## src/rtl/mjl_pkg.sv

```systemverilog
package mjl_pkg;

    localparam int NUM_STATES_DEF = 4;
    localparam int QUEUE_DEPTH    = 4;
    localparam int NOISE_W        = 53;

    localparam logic MODE_START = 1'b0;
    localparam logic MODE_STEP  = 1'b1;

    // 2*pi/3 in Q16.16, rounded to nearest
    localparam logic signed [34:0] TWO_PI_THIRD = 35'sd137258;

    localparam logic [2:0] REG_LEAVE_PROB = 3'd0;
    localparam logic [2:0] REG_CDF_S0     = 3'd1;
    localparam logic [2:0] REG_CDF_S1     = 3'd2;
    localparam logic [2:0] REG_CDF_S2     = 3'd3;
    localparam logic [2:0] REG_CDF_S3     = 3'd4;
    localparam logic [2:0] REG_REST_ANGLE = 3'd5;
    localparam logic [2:0] REG_HOLD_GAIN  = 3'd6;
    localparam logic [2:0] REG_NOISE_GAIN = 3'd7;

    localparam logic [16:0] HOLD_GAIN_RST = 17'd65536;

    typedef struct packed {
        logic               mode;
        logic signed [31:0] start_angle;
        logic [1:0]         start_state;
        logic [15:0]        uniform_event;
        logic [15:0]        uniform_choice;
        logic signed [15:0] gaussian_sample;
    } t_in;

    typedef struct packed {
        logic signed [31:0] angle_out;
        logic [1:0]         state_out;
        logic signed [31:0] target_angle_out;
        logic signed [15:0] rotations_out;
    } t_out;

    typedef struct packed {
        logic [63:0]      leave_prob;
        logic [3:0][47:0] choice_cdf;
        logic [63:0]      rest_angle;
        logic [16:0]      hold_gain;
        logic [31:0]      noise_gain;
    } t_cfg;

    // classified step, after the state update
    typedef struct packed {
        logic               mode;
        logic signed [31:0] start_angle;
        logic [1:0]         state;
        logic signed [15:0] rotations;
        logic signed [15:0] gaussian;
    } t_cls;

    // word handed from the front end to the angle update
    typedef struct packed {
        logic                      mode;
        logic signed [31:0]        start_angle;
        logic [1:0]                state;
        logic signed [15:0]        rotations;
        logic signed [31:0]        target;
        logic signed [NOISE_W-1:0] noise;
    } t_work;

    function automatic logic signed [31:0] sat32(input logic signed [39:0] v);
        logic signed [31:0] r;
        if (v > 40'sd2147483647) begin
            r = 32'sh7fffffff;
        end else if (v < -40'sd2147483648) begin
            r = 32'sh80000000;
        end else begin
            r = v[31:0];
        end
        return r;
    endfunction

endpackage

```

## src/rtl/mjl_in_if.sv

```systemverilog
interface mjl_in_if;
    logic         valid;
    logic         ready;
    mjl_pkg::t_in payload;

    modport source (output valid, output payload, input ready);
    modport sink (input valid, input payload, output ready);
endinterface

```

## src/rtl/mjl_out_if.sv

```systemverilog
interface mjl_out_if;
    logic          valid;
    logic          ready;
    mjl_pkg::t_out payload;

    modport source (output valid, output payload, input ready);
    modport sink (input valid, input payload, output ready);
endinterface

```

## src/rtl/mjl_front.sv

```systemverilog
module mjl_front #(
    parameter int NUM_STATES = mjl_pkg::NUM_STATES_DEF
) (
    input  logic           i_clk,
    input  logic           i_rst_n,
    mjl_in_if.sink         i_in,
    input  mjl_pkg::t_cfg  i_cfg,
    input  logic           i_full,
    output logic           o_push,
    output mjl_pkg::t_work o_work
);
    import mjl_pkg::*;

    localparam logic [1:0] LAST = 2'(NUM_STATES - 1);
    localparam logic [1:0] LAST_CHOICE = 2'(NUM_STATES - 2);

    logic               r_state, n_dummy;
    logic [1:0]         r_cur, n_cur;
    logic signed [15:0] r_rot, n_rot;
    t_cls               r_cls, n_cls;
    logic               r_cls_valid;
    logic               accept;
    logic [1:0]         idx;
    logic [1:0]         nxt;
    logic [47:0]        cdf;

    assign i_in.ready = !r_cls_valid || !i_full;
    assign accept     = i_in.valid && i_in.ready;
    assign o_push     = r_cls_valid && !i_full;
    assign n_dummy    = 1'b0;

    // jump decision and rotation count
    always_comb begin
        n_cur = r_cur;
        n_rot = r_rot;
        idx   = LAST_CHOICE;
        nxt   = r_cur;
        cdf   = i_cfg.choice_cdf[r_cur];
        if (i_in.payload.mode == MODE_START) begin
            n_cur = (i_in.payload.start_state > LAST) ? LAST : i_in.payload.start_state;
            n_rot = 16'sd0;
        end else if (i_in.payload.uniform_event < i_cfg.leave_prob[r_cur*16 +: 16]) begin
            // first threshold above the choice sample, lowest index wins
            for (int i = NUM_STATES - 2; i >= 0; i--) begin
                if (cdf[i*16 +: 16] > i_in.payload.uniform_choice) begin
                    idx = 2'(i);
                end
            end
            nxt   = (idx < r_cur) ? idx : idx + 2'd1;
            n_cur = nxt;
            if (r_cur == LAST && nxt == 2'd0) begin
                if (r_rot != 16'sh7fff) n_rot = r_rot + 16'sd1;
            end else if (r_cur == 2'd0 && nxt == LAST) begin
                if (r_rot != 16'sh8000) n_rot = r_rot - 16'sd1;
            end
        end
        n_cls.mode        = i_in.payload.mode;
        n_cls.start_angle = i_in.payload.start_angle;
        n_cls.state       = n_cur;
        n_cls.rotations   = n_rot;
        n_cls.gaussian    = i_in.payload.gaussian_sample;
    end

    always_ff @(posedge i_clk) begin
        if (!i_rst_n) begin
            r_cur       <= 2'd0;
            r_rot       <= 16'sd0;
            r_cls_valid <= 1'b0;
            r_state     <= 1'b0;
        end else begin
            r_state <= n_dummy;
            if (accept) begin
                r_cur       <= n_cur;
                r_rot       <= n_rot;
                r_cls_valid <= 1'b1;
            end else if (o_push) begin
                r_cls_valid <= 1'b0;
            end
        end
    end

    always_ff @(posedge i_clk) begin
        if (accept) begin
            r_cls <= n_cls;
        end
    end

    // target angle and noise term for the held word
    logic signed [34:0] turn;
    logic signed [39:0] target_sum;
    logic signed [48:0] nprod;

    always_comb begin
        turn       = 35'(r_cls.rotations) * TWO_PI_THIRD;
        target_sum = 40'($signed({1'b0, i_cfg.rest_angle[r_cls.state*16 +: 16], 3'b000}))
                   + 40'(turn);
        nprod      = $signed({1'b0, i_cfg.noise_gain}) * r_cls.gaussian;
        o_work.mode        = r_cls.mode;
        o_work.start_angle = r_cls.start_angle;
        o_work.state       = r_cls.state;
        o_work.rotations   = r_cls.rotations;
        o_work.target      = sat32(target_sum);
        o_work.noise       = {nprod, 4'b0000};
    end

    a_start_clears: assert property (@(posedge i_clk) disable iff (!i_rst_n)
        (accept && i_in.payload.mode == MODE_START) |=> (r_rot == 16'sd0 && !r_state))
        else $error("rotation count not cleared by start");
    a_state_range: assert property (@(posedge i_clk) disable iff (!i_rst_n)
        r_cur <= LAST)
        else $error("chemical state out of range");
endmodule

```

## src/rtl/mjl_queue.sv

```systemverilog
module mjl_queue (
    input  logic           i_clk,
    input  logic           i_rst_n,
    input  logic           i_push,
    input  mjl_pkg::t_work i_work,
    input  logic           i_pop,
    output mjl_pkg::t_work o_work,
    output logic           o_full,
    output logic           o_empty
);
    import mjl_pkg::*;

    localparam int PW = $clog2(QUEUE_DEPTH);

    t_work            r_mem [QUEUE_DEPTH];
    logic [PW-1:0]    r_wr, r_rd;
    logic [PW:0]      r_cnt;

    assign o_full  = (r_cnt == (PW+1)'(QUEUE_DEPTH));
    assign o_empty = (r_cnt == '0);
    assign o_work  = r_mem[r_rd];

    always_ff @(posedge i_clk) begin
        if (!i_rst_n) begin
            r_wr  <= '0;
            r_rd  <= '0;
            r_cnt <= '0;
        end else begin
            if (i_push) r_wr <= r_wr + 1'b1;
            if (i_pop)  r_rd <= r_rd + 1'b1;
            if (i_push && !i_pop) begin
                r_cnt <= r_cnt + 1'b1;
            end else if (i_pop && !i_push) begin
                r_cnt <= r_cnt - 1'b1;
            end
        end
    end

    always_ff @(posedge i_clk) begin
        if (i_push) begin
            r_mem[r_wr] <= i_work;
        end
    end

    a_no_overflow: assert property (@(posedge i_clk) disable iff (!i_rst_n)
        i_push |-> !o_full)
        else $error("word pushed into full queue");
    a_no_underflow: assert property (@(posedge i_clk) disable iff (!i_rst_n)
        i_pop |-> !o_empty)
        else $error("word popped from empty queue");
endmodule

```

## src/rtl/mjl_back.sv

```systemverilog
module mjl_back (
    input  logic           i_clk,
    input  logic           i_rst_n,
    input  mjl_pkg::t_work i_work,
    input  logic           i_empty,
    input  logic [16:0]    i_hold_gain,
    output logic           o_pop,
    mjl_out_if.source      o_out
);
    import mjl_pkg::*;

    logic signed [31:0] r_angle, n_angle;
    logic               r_valid;
    t_out               r_out;

    logic signed [32:0] dev;
    logic signed [50:0] prod;
    logic signed [53:0] sum;
    logic signed [39:0] relax;

    assign o_pop         = !i_empty && (!r_valid || o_out.ready);
    assign o_out.valid   = r_valid;
    assign o_out.payload = r_out;

    // relax toward the target, round half up; a start word loads its start angle
    always_comb begin
        dev   = 33'(r_angle) - 33'(i_work.target);
        prod  = dev * $signed({1'b0, i_hold_gain});
        sum   = 54'(prod) + 54'(i_work.noise) + 54'sd32768;
        relax = 40'($signed(sum[53:16])) + 40'(i_work.target);
        if (i_work.mode == MODE_START) begin
            n_angle = i_work.start_angle;
        end else begin
            n_angle = sat32(relax);
        end
    end

    always_ff @(posedge i_clk) begin
        if (!i_rst_n) begin
            r_angle <= 32'sd0;
            r_valid <= 1'b0;
        end else begin
            if (o_pop) begin
                r_angle <= n_angle;
                r_valid <= 1'b1;
            end else if (o_out.ready) begin
                r_valid <= 1'b0;
            end
        end
    end

    always_ff @(posedge i_clk) begin
        if (o_pop) begin
            r_out.angle_out        <= n_angle;
            r_out.state_out        <= i_work.state;
            r_out.target_angle_out <= i_work.target;
            r_out.rotations_out    <= i_work.rotations;
        end
    end

    a_out_matches_angle: assert property (@(posedge i_clk) disable iff (!i_rst_n)
        o_pop |=> (r_out.angle_out == r_angle))
        else $error("result angle differs from held angle");
endmodule

```

## src/rtl/markov_jump_langevin_angle_step_top.sv

```systemverilog
// Rotor step: Markov state jump plus linear Langevin angle relaxation.
// Throughput: one word per cycle while the result side is ready; the angle update
// (subtract, 33x18 multiply, add, round, saturate) is combinational and feeds
// back on itself through the angle register.
// Reset: state, rotation count and angle clear, the queue empties,
// registers take their defaults (hold gain 1.0, the rest zero).
module markov_jump_langevin_angle_step_top #(
    parameter int NUM_STATES = mjl_pkg::NUM_STATES_DEF
) (
    input  logic        i_clk,
    input  logic        i_rst_n,
    mjl_in_if.sink      i_in,
    mjl_out_if.source   o_out,
    input  logic        i_cfg_we,
    input  logic [2:0]  i_cfg_idx,
    input  logic [63:0] i_cfg_data
);
    import mjl_pkg::*;

    t_cfg  r_cfg;
    t_work front_work, head_work;
    logic  push, pop, full, empty;

    always_ff @(posedge i_clk) begin
        if (!i_rst_n) begin
            r_cfg.leave_prob <= '0;
            r_cfg.choice_cdf <= '0;
            r_cfg.rest_angle <= '0;
            r_cfg.hold_gain  <= HOLD_GAIN_RST;
            r_cfg.noise_gain <= '0;
        end else if (i_cfg_we) begin
            case (i_cfg_idx)
                REG_LEAVE_PROB: r_cfg.leave_prob    <= i_cfg_data;
                REG_CDF_S0:     r_cfg.choice_cdf[0] <= i_cfg_data[47:0];
                REG_CDF_S1:     r_cfg.choice_cdf[1] <= i_cfg_data[47:0];
                REG_CDF_S2:     r_cfg.choice_cdf[2] <= i_cfg_data[47:0];
                REG_CDF_S3:     r_cfg.choice_cdf[3] <= i_cfg_data[47:0];
                REG_REST_ANGLE: r_cfg.rest_angle    <= i_cfg_data;
                REG_HOLD_GAIN:  r_cfg.hold_gain     <= i_cfg_data[16:0];
                REG_NOISE_GAIN: r_cfg.noise_gain    <= i_cfg_data[31:0];
                default: ;
            endcase
        end
    end

    mjl_front #(.NUM_STATES(NUM_STATES)) u_front (
        .i_clk   (i_clk),
        .i_rst_n (i_rst_n),
        .i_in    (i_in),
        .i_cfg   (r_cfg),
        .i_full  (full),
        .o_push  (push),
        .o_work  (front_work)
    );

    mjl_queue u_queue (
        .i_clk   (i_clk),
        .i_rst_n (i_rst_n),
        .i_push  (push),
        .i_work  (front_work),
        .i_pop   (pop),
        .o_work  (head_work),
        .o_full  (full),
        .o_empty (empty)
    );

    mjl_back u_back (
        .i_clk       (i_clk),
        .i_rst_n     (i_rst_n),
        .i_work      (head_work),
        .i_empty     (empty),
        .i_hold_gain (r_cfg.hold_gain),
        .o_pop       (pop),
        .o_out       (o_out)
    );
endmodule

```

## src/flat_wrapper.sv

```systemverilog
// flat-port wrapper written by rule: the top's interface ports become plain ports
module markov_jump_langevin_angle_step_top_flat import mjl_pkg::*;
#(
    parameter int NUM_STATES = mjl_pkg::NUM_STATES_DEF
)
  (i_clk, i_rst_n, i_cfg_we, i_cfg_idx, i_cfg_data, i_in_valid, i_in_payload, i_in_ready, o_out_valid, o_out_payload, o_out_ready);
  mjl_in_if i_in_i ();
  mjl_out_if o_out_i ();
  input  logic i_clk;
  input  logic i_rst_n;
  input  logic i_cfg_we;
  input  logic [2:0] i_cfg_idx;
  input  logic [63:0] i_cfg_data;
  input wire logic [$bits(i_in_i.valid)-1:0] i_in_valid;
  input wire logic [$bits(i_in_i.payload)-1:0] i_in_payload;
  output wire logic [$bits(i_in_i.ready)-1:0] i_in_ready;
  output wire logic [$bits(o_out_i.valid)-1:0] o_out_valid;
  output wire logic [$bits(o_out_i.payload)-1:0] o_out_payload;
  input wire logic [$bits(o_out_i.ready)-1:0] o_out_ready;
  assign i_in_i.valid = i_in_valid;
  assign i_in_i.payload = i_in_payload;
  assign i_in_ready = i_in_i.ready;
  assign o_out_valid = o_out_i.valid;
  assign o_out_payload = o_out_i.payload;
  assign o_out_i.ready = o_out_ready;
  markov_jump_langevin_angle_step_top #(.NUM_STATES(NUM_STATES)) u_core (.i_clk(i_clk), .i_rst_n(i_rst_n), .i_in(i_in_i), .o_out(o_out_i), .i_cfg_we(i_cfg_we), .i_cfg_idx(i_cfg_idx), .i_cfg_data(i_cfg_data));
endmodule
```

## config.mk

```make
export PLATFORM = sky130hd
export DESIGN_NAME = markov_jump_langevin_angle_step_top_flat
export DESIGN_NICKNAME = d
export VERILOG_FILES = /design/src/rtl/mjl_pkg.sv /design/src/rtl/mjl_in_if.sv /design/src/rtl/mjl_out_if.sv /design/src/rtl/mjl_front.sv /design/src/rtl/mjl_queue.sv /design/src/rtl/mjl_back.sv /design/src/rtl/markov_jump_langevin_angle_step_top.sv /design/src/flat_wrapper.sv
export SDC_FILE = /design/constraint.sdc
export NUM_CORES = 2
export LEC_CHECK = 0
export BUFFER_PORTS_ARGS = -buffer_cell sky130_fd_sc_hd__buf_2
export CAP_MARGIN = 20
export CELL_PAD_IN_SITES_DETAIL_PLACEMENT = 1
export CELL_PAD_IN_SITES_GLOBAL_PLACEMENT = 1
export CORE_MARGIN = 1.5
export CORE_UTILIZATION = 25
export DETAILED_ROUTE_END_ITERATION = 10
export PLACE_DENSITY = 0.45
export SETUP_SLACK_MARGIN = 0.1
export SYNTH_ARGS = -nofsm -noshare
export SYNTH_HDL_FRONTEND = slang
export SYNTH_SLANG_ARGS = --single-unit
```

## constraint.sdc

```tcl
create_clock -name i_clk -period 13.2 [get_ports i_clk]
set_clock_uncertainty 0.15 [all_clocks]
set_input_delay 0.66 -clock i_clk [delete_from_list [all_inputs] [get_ports i_clk]]
set_output_delay 0.66 -clock i_clk [all_outputs]
set_load 0.01 [all_outputs]
```

==> impl_metrics.py <==
metrics = {
    "cts": {
        "ctsHtreeMaxLevel": 4,
        "clkLatencyLatePin_ns": 0.84,
        "cts_buffers": 135,
        "clock_path_buffers": 4,
        "tritoncts": "done",
        "cts-root-buf": "clkbuf_16",
        "path_clk_slew_ns": 0.06,
        "clock_sinks": 1043,
    },
    "floorplan": {
        "row_count": 216,
        "io_pins": 239,
        "dieArea_um2": 352900,
        "initial_utilization": 0.2517,
        "core_area_um2": 347000,
        "fp.dieH_um": 594.0,
        "die_x_um": 594.0,
    },
    "timing": {
        "rsz0062_at_grt": "yes",
        "finalHoldViolations": 0,
        "setup_viol": 0,
        "min_period_over_period": 0.9677,
        "final_max_slew_viol_count": 0,
        "worstMarginPinSlew_ns": 1.199,
        "layout_min_cycle_time_ns": 12.77,
        "max_freq_mhz": 78.29,
        "relSlewSlack": 0.2010,
        "setup_tns_ns": 0,
        "worst_hold_slack_ns": 0.09713,
    },
    "run": {
        "cap_violations": 0,
    },
    "placement": {
        "port_buffers": 238,
        "globalplace.congestion": 0.8472,
        "dpl.hpwl_um": 234800,
        "place_area_um2": 96370,
    },
    "synthesis": {
        "yosysUniqueCellTypes": 93,
        "synth_area_leaders": "fa_1, edfxtp_1, ha_1, dfxtp_1, nand2_1",
        "synth-edff-count": 677,
        "synth.yosys.warnings": 0,
        "synthTopCellsByCount": "nand2_1, inv_1, fa_1",
        "synth.most_common_cell": "nand2_1",
        "ys.flop_type": "edfxtp_1",
        "synth_cells": 8348,
        "synth_top_area_share": 0.2430,
        "synth_largest_area_cell": "fa_1",
        "ys_ff_latch": 1043,
        "syn_nets": 10180,
        "ys_seq_area_frac": 0.3167,
        "syn_area_per_cell_um2": 10.46,
        "synth_area_um2": 87330,
        "async_flop_share": 0,
    },
    "critical_path": {
        "worstPathArrival_ns": 13.34,
        "critPathRequiredTime_ns": 13.77,
        "crit_top_cell": "buf_4",
        "crit_type": "reg2reg",
        "crit_buf_inv": 12,
        "slowest_delay_ns": 0.61,
        "cp_max_fo": 4,
        "path_delay_family": "adder cells",
        "start_kind": "flip-flop",
        "crit_path_end_kind": "flip-flop",
        "cpMaxStageDelayCell": "fa_2",
    },
    "detailed_routing": {
        "vias": 61960,
        "avgViaCountPerCell": 4.569,
        "drc": 0,
        "wl_per_cell_um": 22.77,
        "wl_um": 308700,
        "ant_nets": 0,
        "drtPass1Iterations": 5,
        "drtIter0Drc": 3004,
    },
    "finish": {
        "final_nets": 10710,
        "fin_util": 0.2975,
        "synthToLayoutAreaGrowth_pct": 18.21,
        "nFillCells": 38940,
        "postLayoutCellArea_um2": 103200,
        "layout-drive-gt1-share": 0.1514,
    },
    "worst_hold_path": {
        "hold_start": "i_cfg_data[17]",
        "holdCritPathClass": "in2reg",
    },
    "global_route": {
        "grt_pass1_vias": 69560,
        "antenna_found_initial": 19,
        "globalRouteTotalUtil": 0.1740,
        "grt_max_degree": 201,
        "grt_pass1_wl_um": 462200,
        "grt_remaining_overflow": 0,
    },
    "status": {
        "run_status": "completed",
    },
}
what timing repair did:
item | in CTS | in global routing
hold buffers | 82 | 0
cloned | 1 | 0
buffers inserted | 3 | 33
resized for setup | 40 | 223
endpoints found under the hold margin | 114 | 0
pin swaps | 11 | 168
setup endpoints to repair | 62 | 63
worst reg2reg max path, delay by kind of cell (launching register included):
family / cells / cell delay, ns
fa+ha+maj: 10 / 3.92
compound gates: 20 / 3.56
xor+xnor: 1 / 0.16
mux: 1 / 0.51
buf+inv: 12 / 1.57
flops: 1 / 0.37
simple gates: 10 / 2.47
flip-flops by register name, summed over array words and instances (netlist names), named ones only:
register and count:
u_core.u_front.r_cls 16, u_core.u_queue.r_rd 2, u_core.u_queue.r_cnt 3, u_core.u_back.o_out.valid 1, u_core.u_queue.r_mem 528, u_core.u_front.r_cur 2, u_core.u_front.o_work 51, u_core.u_back.r_angle 32
u_core.u_front.r_cls_valid 1, u_core.r_cfg 305, u_core.u_back.o_out.payload 82, u_core.u_queue.r_wr 2, u_core.u_front.r_rot 16
metal layers:
layer | vias up | GRT usage | part of all wire
li1 | 28320 | - | -
met1 | 32510 | 0.2466 | 0.48
met2 | 866 | 0.2903 | 0.47
met3 | 254 | 0.01529 | 0.029
met4 | 6 | 0.03199 | 0.018
met5 | - | 0 | 0.00011
cells by family (layout without fill, tap and decap cells):
group | Yosys count | count (layout) | share of synthesized area
fa+ha+maj | 1680 | 1680 | 0.3318
xor+xnor | 196 | 196 | 0.01987
compound gates | 1084 | 1084 | 0.07471
mux | 213 | 213 | 0.05258
flops | 1043 | 1043 | 0.3167
other cells | 0 | 3 | 0
simple gates | 2481 | 2481 | 0.1327
buf+inv | 1651 | 2281 | 0.07160
per-stage QoR:
step | cells | worst slack (ns)
6_report | 13560 | 0.4264
5_1_grt | 13560 | 0.005986
4_1_cts | 13520 | 0.1014
3_5_place_dp | 13200 | -0.2829
3_3_place_gp | 13200 | -0.2332
2_1_floorplan | 8348 | 0.1490
placed cells by master (no fill, tap or decap), types with 17 or more instances in the layout:
cell	n
a21o_1	107
a21oi_1	524
a21oi_2	23
a31oi_1	35
and2_1	492
and3_1	33
buf_12	27
buf_2	238
buf_4	419
clkbuf_1	30
clkbuf_16	137
clkinv_1	19
dfxtp_1	353
dlygate4sd3_1	82
edfxtp_1	677
fa_1	1034
fa_2	26
ha_1	578
ha_4	35
inv_1	1245
mux4_2	196
nand2_1	1330
nand2b_1	67
nand3_1	76
nand4_1	38
nor2_1	200
nor2b_1	66
nor3_1	42
o211ai_1	37
o21a_1	32
o21ai_0	98
o21ai_1	48
o21bai_1	17
or3_1	17
xnor2_1	119
xor2_1	66
area by class of cell:
| cell class | count | area (µm²) | area share |
|---|---|---|---|
| antenna | 3 | 7.507 | 0.00007272 |
| clock buffer | 179 | 3706 | 0.03590 |
| clock inverter | 61 | 698.2 | 0.006763 |
| inverter | 1259 | 4741 | 0.04592 |
| multi-input combinational | 5654 | 54710 | 0.5300 |
| sequential | 1043 | 27680 | 0.2681 |
| tap | 4578 | 5728 | 0.05549 |
| timing repair buffer | 782 | 5962 | 0.05775 |
worst paths after layout:
| check | depth (start not counted) | to | slack [ns] |
|---|---|---|---|
| hold / removal | 3 | u_core.r_cfg[17]$_SDFFE_PN0P_ | 0.1 |
| setup / recovery | 54 | u_core.u_back.r_angle[0]$_SDFFE_PN0P_ | 0.43 |
| hold reg to reg | 2 | u_core.r_cfg[346]$_SDFFE_PN0P_ | 0.30 |
| setup reg to reg | 54 | u_core.u_back.r_angle[0]$_SDFFE_PN0P_ | 0.43 |
Power is not shown: default switching activity piles up to over one toggle a cycle in this logic, so the estimate is an artifact.
